===== src/hw/rtl/cft_pkg.sv =====
package cft_pkg;

    // Byte constants
    localparam logic [7:0] CH_COMMA = 8'd44;
    localparam logic [7:0] CH_CR    = 8'd13;
    localparam logic [7:0] CH_LF    = 8'd10;
    localparam logic [7:0] CH_QUOTE = 8'd34;

    // Configuration map: one 32-bit register, word index in paddr[2]
    localparam int unsigned ADDR_W        = 3;
    localparam int unsigned DATA_W        = 32;
    localparam logic        REG_SEPARATOR = 1'b0;

    // Decoupling queue between classifier and emitter
    localparam int unsigned QUEUE_DEPTH = 4;
    localparam int unsigned QPTR_W      = $clog2(QUEUE_DEPTH);
    localparam int unsigned QCNT_W      = $clog2(QUEUE_DEPTH + 1);

    typedef enum logic [1:0] {
        KIND_CHAR       = 2'd0,
        KIND_FIELD_END  = 2'd1,
        KIND_RECORD_END = 2'd2
    } kind_t;

    typedef enum logic [4:0] {
        MODE_LINE_START  = 5'b00001,
        MODE_FIELD_START = 5'b00010,
        MODE_PLAIN       = 5'b00100,
        MODE_QUOTED      = 5'b01000,
        MODE_QUOTE_SEEN  = 5'b10000
    } mode_t;

    typedef struct packed {
        kind_t      kind;
        logic [7:0] char_value;
        logic [7:0] field_index;
    } result_t;

    // One classified input: one or two results
    typedef struct packed {
        logic    two;
        result_t r0;
        result_t r1;
    } entry_t;

    typedef struct packed {
        logic   valid;
        entry_t entry;
    } push_t;

    typedef struct packed {
        logic   valid;
        entry_t entry;
    } head_t;

    function automatic logic [7:0] sat_inc(input logic [7:0] v);
        sat_inc = (v == 8'd255) ? 8'd255 : v + 8'd1;
    endfunction

endpackage


===== src/hw/rtl/cft_text_if.sv =====
interface cft_text_if;
    logic       valid;
    logic       ready;
    logic [7:0] data_byte;
    logic       end_of_input;

    modport source (output valid, output data_byte, output end_of_input, input ready);
    modport sink   (input valid, input data_byte, input end_of_input, output ready);
endinterface


===== src/hw/rtl/cft_token_if.sv =====
interface cft_token_if;
    logic       valid;
    logic       ready;
    logic [1:0] kind;
    logic [7:0] char_value;
    logic [7:0] field_index;
    logic       last;

    modport source (output valid, output kind, output char_value, output field_index,
                    output last, input ready);
    modport sink   (input valid, input kind, input char_value, input field_index,
                    input last, output ready);
endinterface


===== src/hw/rtl/cft_front.sv =====
module cft_front
(
    input  logic            clk,
    input  logic            rst_n,
    cft_text_if.sink        text,
    input  logic [7:0]      separator,
    input  logic            push_ready,
    output cft_pkg::push_t  push
);

    cft_pkg::mode_t mode_reg, mode_next;
    logic           cr_seen_reg, cr_seen_next;
    logic [7:0]     field_cnt_reg, field_cnt_next;

    logic            accept;
    logic [1:0]      n_res;
    cft_pkg::entry_t entry;
    logic [7:0]      b;
    logic            do_end_record;
    logic            do_end_field;
    logic            do_char;

    assign text.ready = push_ready;
    assign accept     = text.valid && push_ready;
    assign b          = text.data_byte;

    // Classify the byte against the current mode
    always_comb
    begin
        mode_next      = mode_reg;
        cr_seen_next   = cr_seen_reg;
        field_cnt_next = field_cnt_reg;
        do_end_record  = 1'b0;
        do_end_field   = 1'b0;
        do_char        = 1'b0;

        if (text.end_of_input)
        begin
            cr_seen_next = 1'b0;
            if (mode_reg != cft_pkg::MODE_LINE_START)
            begin
                do_end_record = 1'b1;
            end
            mode_next      = cft_pkg::MODE_LINE_START;
            field_cnt_next = 8'd0;
        end
        else if (cr_seen_reg && b == cft_pkg::CH_LF)
        begin
            cr_seen_next = 1'b0;
        end
        else if (b == cft_pkg::CH_CR || b == cft_pkg::CH_LF)
        begin
            do_end_record  = 1'b1;
            cr_seen_next   = (b == cft_pkg::CH_CR);
            mode_next      = cft_pkg::MODE_LINE_START;
            field_cnt_next = 8'd0;
        end
        else
        begin
            cr_seen_next = 1'b0;
            unique case (mode_reg) inside
                cft_pkg::MODE_LINE_START, cft_pkg::MODE_FIELD_START:
                begin
                    if (b == cft_pkg::CH_QUOTE)
                    begin
                        mode_next = cft_pkg::MODE_QUOTED;
                    end
                    else if (b == separator)
                    begin
                        do_end_field = 1'b1;
                    end
                    else
                    begin
                        do_char   = 1'b1;
                        mode_next = cft_pkg::MODE_PLAIN;
                    end
                end
                cft_pkg::MODE_QUOTED:
                begin
                    if (b == cft_pkg::CH_QUOTE)
                    begin
                        mode_next = cft_pkg::MODE_QUOTE_SEEN;
                    end
                    else
                    begin
                        do_char = 1'b1;
                    end
                end
                cft_pkg::MODE_QUOTE_SEEN:
                begin
                    if (b == cft_pkg::CH_QUOTE)
                    begin
                        do_char   = 1'b1;
                        mode_next = cft_pkg::MODE_QUOTED;
                    end
                    else if (b == separator)
                    begin
                        do_end_field = 1'b1;
                    end
                    else
                    begin
                        do_char   = 1'b1;
                        mode_next = cft_pkg::MODE_PLAIN;
                    end
                end
                default:
                begin
                    if (b == separator)
                    begin
                        do_end_field = 1'b1;
                    end
                    else
                    begin
                        do_char   = 1'b1;
                        mode_next = cft_pkg::MODE_PLAIN;
                    end
                end
            endcase
            if (do_end_field)
            begin
                field_cnt_next = cft_pkg::sat_inc(field_cnt_reg);
                mode_next      = cft_pkg::MODE_FIELD_START;
            end
        end
    end

    // Build the result beats for this byte
    always_comb
    begin
        entry                   = '0;
        entry.r0.kind           = cft_pkg::KIND_CHAR;
        entry.r1.kind           = cft_pkg::KIND_CHAR;
        entry.r0.field_index    = field_cnt_reg;
        n_res                   = 2'd0;
        if (do_end_record)
        begin
            if (mode_reg == cft_pkg::MODE_LINE_START)
            begin
                entry.r0.kind        = cft_pkg::KIND_RECORD_END;
                entry.r0.field_index = 8'd0;
                n_res                = 2'd1;
            end
            else
            begin
                entry.two            = 1'b1;
                entry.r0.kind        = cft_pkg::KIND_FIELD_END;
                entry.r1.kind        = cft_pkg::KIND_RECORD_END;
                entry.r1.field_index = cft_pkg::sat_inc(field_cnt_reg);
                n_res                = 2'd2;
            end
        end
        else if (do_end_field)
        begin
            entry.r0.kind = cft_pkg::KIND_FIELD_END;
            n_res         = 2'd1;
        end
        else if (do_char)
        begin
            entry.r0.char_value = b;
            n_res               = 2'd1;
        end
    end

    assign push.valid = accept && (n_res != 2'd0);
    assign push.entry = entry;

    // Parse state
    always_ff @(posedge clk or negedge rst_n)
    begin
        if (!rst_n)
        begin
            mode_reg      <= cft_pkg::MODE_LINE_START;
            cr_seen_reg   <= 1'b0;
            field_cnt_reg <= 8'd0;
        end
        else if (accept)
        begin
            mode_reg      <= mode_next;
            cr_seen_reg   <= cr_seen_next;
            field_cnt_reg <= field_cnt_next;
        end
    end

endmodule


===== src/hw/rtl/cft_queue.sv =====
module cft_queue
(
    input  logic            clk,
    input  logic            rst_n,
    input  cft_pkg::push_t  push,
    output logic            push_ready,
    output cft_pkg::head_t  head,
    input  logic            pop
);

    cft_pkg::entry_t                 mem_reg [cft_pkg::QUEUE_DEPTH];
    logic [cft_pkg::QPTR_W-1:0]      wr_ptr_reg, rd_ptr_reg;
    logic [cft_pkg::QCNT_W-1:0]      count_reg, count_next;
    logic                            do_push, do_pop;

    assign push_ready = (count_reg != cft_pkg::QCNT_W'(cft_pkg::QUEUE_DEPTH));
    assign do_push    = push.valid && push_ready;
    assign do_pop     = pop && (count_reg != '0);

    assign head.valid = (count_reg != '0);
    assign head.entry = mem_reg[rd_ptr_reg];

    always_comb
    begin
        count_next = count_reg;
        if (do_push && !do_pop)
        begin
            count_next = count_reg + 1'b1;
        end
        else if (!do_push && do_pop)
        begin
            count_next = count_reg - 1'b1;
        end
    end

    // Entry storage
    always_ff @(posedge clk)
    begin
        if (do_push)
        begin
            mem_reg[wr_ptr_reg] <= push.entry;
        end
    end

    // Pointers and fill level
    always_ff @(posedge clk or negedge rst_n)
    begin
        if (!rst_n)
        begin
            wr_ptr_reg <= '0;
            rd_ptr_reg <= '0;
            count_reg  <= '0;
        end
        else
        begin
            if (do_push)
            begin
                wr_ptr_reg <= wr_ptr_reg + 1'b1;
            end
            if (do_pop)
            begin
                rd_ptr_reg <= rd_ptr_reg + 1'b1;
            end
            count_reg <= count_next;
        end
    end

endmodule


===== src/hw/rtl/cft_back.sv =====
module cft_back
(
    input  logic            clk,
    input  logic            rst_n,
    input  cft_pkg::head_t  head,
    output logic            pop,
    cft_token_if.source     token
);

    logic              out_valid_reg, out_valid_next;
    cft_pkg::result_t  out_res_reg, out_res_next;
    logic              out_last_reg, out_last_next;
    logic              phase_reg, phase_next;
    logic              load;

    // Output slot is free or drains this cycle
    assign load = !out_valid_reg || token.ready;

    always_comb
    begin
        out_valid_next = out_valid_reg;
        out_res_next   = out_res_reg;
        out_last_next  = out_last_reg;
        phase_next     = phase_reg;
        pop            = 1'b0;
        if (load)
        begin
            if (phase_reg)
            begin
                // second beat of a two-result entry
                out_valid_next = 1'b1;
                out_res_next   = head.entry.r1;
                out_last_next  = 1'b1;
                pop            = 1'b1;
                phase_next     = 1'b0;
            end
            else if (head.valid)
            begin
                out_valid_next = 1'b1;
                out_res_next   = head.entry.r0;
                out_last_next  = !head.entry.two;
                pop            = !head.entry.two;
                phase_next     = head.entry.two;
            end
            else
            begin
                out_valid_next = 1'b0;
            end
        end
    end

    always_ff @(posedge clk or negedge rst_n)
    begin
        if (!rst_n)
        begin
            out_valid_reg <= 1'b0;
            phase_reg     <= 1'b0;
        end
        else
        begin
            out_valid_reg <= out_valid_next;
            phase_reg     <= phase_next;
        end
    end

    // Payload needs no reset
    always_ff @(posedge clk)
    begin
        out_res_reg  <= out_res_next;
        out_last_reg <= out_last_next;
    end

    assign token.valid       = out_valid_reg;
    assign token.kind        = out_res_reg.kind;
    assign token.char_value  = out_res_reg.char_value;
    assign token.field_index = out_res_reg.field_index;
    assign token.last        = out_last_reg;

endmodule


===== src/hw/rtl/csv_field_tokenizer.sv =====
// Path: the classifier writes an accepted byte's results into the queue;
// the first result beat then moves from queue to output register.
// Throughput: one byte per cycle while the queue has room; a byte that ends
// a nonempty record gives two beats through the single output register.
// Reset (rst_n, async, active low): line-start mode, field count 0, queue and
// output empty, separator back to comma.
module csv_field_tokenizer
(
    input  logic                          clk,
    input  logic                          rst_n,
    cft_text_if.sink                      text,
    cft_token_if.source                   token,
    input  logic                          psel,
    input  logic                          penable,
    input  logic                          pwrite,
    input  logic [cft_pkg::ADDR_W-1:0]    paddr,
    input  logic [cft_pkg::DATA_W-1:0]    pwdata,
    output logic [cft_pkg::DATA_W-1:0]    prdata,
    output logic                          pready
);

    logic           [7:0] separator_reg;
    logic                 push_ready;
    logic                 pop;
    cft_pkg::push_t       push;
    cft_pkg::head_t       head;
    logic                 reg_sel;

    // Register file
    assign pready  = 1'b1;
    assign reg_sel = (paddr[2] == cft_pkg::REG_SEPARATOR);

    always_ff @(posedge clk or negedge rst_n)
    begin
        if (!rst_n)
        begin
            separator_reg <= cft_pkg::CH_COMMA;
        end
        else if (psel && penable && pwrite && pready && reg_sel)
        begin
            separator_reg <= pwdata[7:0];
        end
    end

    assign prdata = reg_sel ? {{(cft_pkg::DATA_W-8){1'b0}}, separator_reg} : '0;

    cft_front u_front
    (
        .clk        (clk),
        .rst_n      (rst_n),
        .text       (text),
        .separator  (separator_reg),
        .push_ready (push_ready),
        .push       (push)
    );

    cft_queue u_queue
    (
        .clk        (clk),
        .rst_n      (rst_n),
        .push       (push),
        .push_ready (push_ready),
        .head       (head),
        .pop        (pop)
    );

    cft_back u_back
    (
        .clk   (clk),
        .rst_n (rst_n),
        .head  (head),
        .pop   (pop),
        .token (token)
    );

endmodule


===== src/flat_wrapper.sv =====
// flat-port wrapper written by rule: the top's interface ports become plain ports
module csv_field_tokenizer_flat 
  (clk, rst_n, psel, penable, pwrite, paddr, pwdata, prdata, pready, text_valid, text_data_byte, text_end_of_input, text_ready, token_valid, token_kind, token_char_value, token_field_index, token_last, token_ready);
  cft_text_if text_i ();
  cft_token_if token_i ();
  input  logic clk;
  input  logic rst_n;
  input  logic psel;
  input  logic penable;
  input  logic pwrite;
  input  logic [cft_pkg::ADDR_W-1:0] paddr;
  input  logic [cft_pkg::DATA_W-1:0] pwdata;
  output logic [cft_pkg::DATA_W-1:0] prdata;
  output logic pready;
  input wire logic [$bits(text_i.valid)-1:0] text_valid;
  input wire logic [$bits(text_i.data_byte)-1:0] text_data_byte;
  input wire logic [$bits(text_i.end_of_input)-1:0] text_end_of_input;
  output wire logic [$bits(text_i.ready)-1:0] text_ready;
  output wire logic [$bits(token_i.valid)-1:0] token_valid;
  output wire logic [$bits(token_i.kind)-1:0] token_kind;
  output wire logic [$bits(token_i.char_value)-1:0] token_char_value;
  output wire logic [$bits(token_i.field_index)-1:0] token_field_index;
  output wire logic [$bits(token_i.last)-1:0] token_last;
  input wire logic [$bits(token_i.ready)-1:0] token_ready;
  assign text_i.valid = text_valid;
  assign text_i.data_byte = text_data_byte;
  assign text_i.end_of_input = text_end_of_input;
  assign text_ready = text_i.ready;
  assign token_valid = token_i.valid;
  assign token_kind = token_i.kind;
  assign token_char_value = token_i.char_value;
  assign token_field_index = token_i.field_index;
  assign token_last = token_i.last;
  assign token_i.ready = token_ready;
  csv_field_tokenizer u_core (.clk(clk), .rst_n(rst_n), .text(text_i), .token(token_i), .psel(psel), .penable(penable), .pwrite(pwrite), .paddr(paddr), .pwdata(pwdata), .prdata(prdata), .pready(pready));
endmodule

===== config.mk =====
export PLATFORM = sky130hd
export DESIGN_NAME = csv_field_tokenizer_flat
export DESIGN_NICKNAME = d
export VERILOG_FILES = /design/src/hw/rtl/cft_pkg.sv /design/src/hw/rtl/cft_text_if.sv /design/src/hw/rtl/cft_token_if.sv /design/src/hw/rtl/cft_front.sv /design/src/hw/rtl/cft_queue.sv /design/src/hw/rtl/cft_back.sv /design/src/hw/rtl/csv_field_tokenizer.sv /design/src/flat_wrapper.sv
export SDC_FILE = /design/constraint.sdc
export NUM_CORES = 1
export LEC_CHECK = 0
export BUFFER_PORTS_ARGS = -buffer_cell sky130_fd_sc_hd__buf_2
export CAP_MARGIN = 20
export CORE_MARGIN = 5
export CORE_UTILIZATION = 49
export CTS_BUF_LIST = sky130_fd_sc_hd__clkbuf_8
export DETAILED_ROUTE_END_ITERATION = 7
export PLACE_DENSITY = 0.73
export SLEW_MARGIN = 0
export SYNTH_ARGS = -nofsm -noshare
export SYNTH_HDL_FRONTEND = slang
export SYNTH_SLANG_ARGS = --single-unit
export TNS_END_PERCENT = 10

===== constraint.sdc =====
create_clock -name clk -period 6.5 [get_ports clk]
set_input_delay 1.95 -clock clk [delete_from_list [all_inputs] [get_ports clk]]
set_output_delay 1.95 -clock clk [all_outputs]
set_load 0.01 [all_outputs]

==> metrics.cfg <==
[status]
status=finished, final reports clean

[drt]
route.met3.wl_um=744
drtIter0Drc=272
drtPass1Iterations=4
wl_met2_mm=6.385
route.detailed.drc=0
vias=3901
viasPerCell=5.502
wl_per_cell_um=18.21
ant_nets=0
top_layer=met4
routed_wl_mm=12.91
m1WireLength_mm=5.591

[clocking]
clk_latency_ps=450
cts_hold_repair.buffers=0
postCtsSetupBuffers=0
h-tree-depth=4
tritoncts=yes
numCtsBuffers=17
clock_path_buffers=2
cts_num_sinks=158
cts_resized=0
clkTransAtPathRegs_ps=80
clockRootBuffer=clkbuf_8

[global_route]
grt_pass1_wl_mm=20.49
grt_pass1_vias=3990
grt_use_total_pct=16.03
grt_max_degree=32
overflow=0
antenna_found_initial=0

[synth]
synth_top_flop_cell=edfxtp_1
ys_types=65
synth_cells=450
syn_area_mm2=0.007122
synth-edff-count=127
seq_area_frac_synth_pct=64.51
ys_warn_count=0
synthArstFlopShare_pct=19.62
ys_ff_latch=158
syn_area_per_cell_um2=15.83

[layout]
largest_reg_flops=108
nFillCells=1130
nets=570
final_common_cell=edfxtp_1
diodes=0
drive_gt1_share_pct=29.71
area_growth_pct=10.86
final_cell_mix=edfxtp_1 (127), buf_2 (53), mux4_2 (27), dfrtp_1 (27), conb_1 (25)
layout.cells.non_filler=709

[die]
core_mm2=0.01437
die_x_um=130.6
die_y_um=130.6
io-pin-count=105
dieArea_mm2=0.01705
start_util_pct=49.56
rows=44

[worst_setup_path]
cp-startpoint=text_data_byte[2]
critPathRequiredTime_ps=6830
cp_num_buf_inv=2
critPathMaxFanout=5
crit_slowest_cell=or4_4
cp-start-kind=primary input
arrival_ps=4690
crit_path_end=u_core.u_queue.count_reg[1]
critPathTopFamily=simple AND/OR/NAND/NOR gates
r2r_cells=9
crit_type=in -> reg
cpPeakStageDelay_ps=560
r2r_end=u_core.u_queue.count_reg[1]
critical_path_depth=10
rr_startpoint=u_core.u_front.mode_reg[4]
cp-end-kind=register
rrSetupSlack_ps=3370
crit_chain=buf_2, nor3b_1, nand3_2, or4_4, a21oi_2, nor2_1, ha_1, inv_1, fa_1, mux2_2

[power]
power_density_mw_per_mm2=380.5
p_leak_nw=2.857
p_clk_share_pct=23.4
peakVddDrop_mv=0.1695
switchingPower_w=0.0008619
pwr-share-comb_pct=28.1
p_int_w=0.002142
total_power_w=0.003004
switching_share_pct=28.69
pwr-share-seq_pct=48.4

[sta]
max_freq_mhz=229.1
relSlewSlack_pct=36.33
final.period_utilization_pct=67.14
clock-skew-final_ps=12.78
hold_violations=0
finalMaxSlewViolations=0
worstMarginPinSlew_ps=948.6
finalSetupViolations=0
grt_setup_unrepaired=false
setup_tns_ps=0
finalCriticalPeriod_ps=4364

[job]
maxCapViolCount=0

[place]
io_buffers=53
placed_cells=677
dpl.hpwl_mm=8.490
gp_congestion=0.8300

[hold_path]
hp-class=reg -> reg

==> area by class of cell <==
| type | count | area [µm²] | share of cell area (%) |
|---|---|---|---|
| Sequential cell | 158 | 4594 | 58.19 |
| Timing Repair Buffer | 61 | 325.3 | 4.120 |
| Clock inverter | 11 | 100.1 | 1.268 |
| Inverter | 8 | 30.03 | 0.3803 |
| Clock buffer | 21 | 289.0 | 3.661 |
| Multi-Input combinational cell | 266 | 2326 | 29.46 |
| Tap cell | 184 | 230.2 | 2.916 |
==> routing by layer <==
metal | up-vias | global-route usage [%]
li1 | 1802 | -
met1 | 1980 | 20.99
met2 | 107 | 25.40
met3 | 12 | 4.593
met4 | 0 | 6.594
met5 | - | 0
==> power groups by stage <==
| stage | combinational, W | clock, W | sequential, W |
|---|---|---|---|
| 5_1_grt | 0.000928 | 0.000762 | 0.00148 |
| 3_5_place_dp | 0.000860 | 0 | 0.00148 |
| 3_3_place_gp | 0.000841 | 0 | 0.00147 |
| 2_1_floorplan | 0.000612 | 0 | 0.00149 |
| 4_1_cts | 0.000865 | 0.000722 | 0.00146 |
| 6_report | 0.000845 | 0.000704 | 0.00146 |
==> cell usage after synthesis (3+ instances only) <==
cell type | count | share of area, %
o21ai_0 | 3 | 0.21
buf_2 | 5 | 0.35
a21oi_1 | 5 | 0.35
a21o_1 | 7 | 0.74
nand2_1 | 16 | 0.84
buf_4 | 25 | 2.6
nor2b_1 | 23 | 2.0
nor3b_1 | 13 | 1.4
mux2_2 | 19 | 3.0
nand4_1 | 5 | 0.44
buf_6 | 3 | 0.47
xnor2_1 | 12 | 1.5
dfrtp_1 | 27 | 9.5
nor3_1 | 6 | 0.42
nand3_1 | 9 | 0.63
o21a_1 | 5 | 0.53
a211o_1 | 3 | 0.37
ha_1 | 6 | 1.1
a2111oi_0 | 4 | 0.49
nor2_1 | 17 | 0.90
o2bb2ai_1 | 3 | 0.37
and2b_1 | 6 | 0.63
inv_1 | 8 | 0.42
xor2_1 | 5 | 0.61
mux4_2 | 27 | 8.5
dfstp_2 | 4 | 1.5
clkbuf_1 | 7 | 0.37
edfxtp_1 | 127 | 54
==> worst min-delay path by stage <==
stage	to	startpoint	slack, ps	cells past startpoint
2_1_floorplan	u_core.u_front.cr_seen_reg	u_core.u_front.cr_seen_reg	470	2
3_3_place_gp	u_core.u_front.cr_seen_reg	u_core.u_front.cr_seen_reg	500	2
3_5_place_dp	u_core.u_queue.count_reg[2]	u_core.u_queue.count_reg[2]	510	1
4_1_cts	u_core.u_queue.count_reg[2]	u_core.u_queue.count_reg[2]	540	1
5_1_grt	u_core.u_front.mode_reg[0]	u_core.u_front.mode_reg[0]	570	1
6_report	u_core.u_queue.count_reg[2]	u_core.u_queue.count_reg[2]	530	1
==> per-stage QoR <==
| stage | hold slack (ps) | cell area [µm²] | util (%) | worst slack, ps |
|---|---|---|---|---|
| floorplan | 470.9 | 7208 | - | 1032 |
| global placement | 498.6 | 7506 | 52.24 | 1789 |
| detailed placement | 507.8 | 7506 | 52.24 | 1692 |
| CTS | 537.7 | 7895 | 54.95 | 2149 |
| global route | 572.6 | 7895 | 54.95 | 1998 |
| finish | 532.4 | 7895 | 54.95 | 2136 |
==> logic make-up (layout without fill, tap and decap cells) <==
logic type | count (synthesis) | after routing | synth area share [%]
flops | 158 | 158 | 64.51
simple gates | 120 | 120 | 10.07
compound gates | 50 | 50 | 5.885
buf+inv | 49 | 101 | 4.322
mux | 47 | 47 | 11.68
xor+xnor | 17 | 17 | 2.091
fa+ha+maj | 7 | 7 | 1.335
other cells | 2 | 25 | 0.1055
Power figures use the tool's default switching activity.
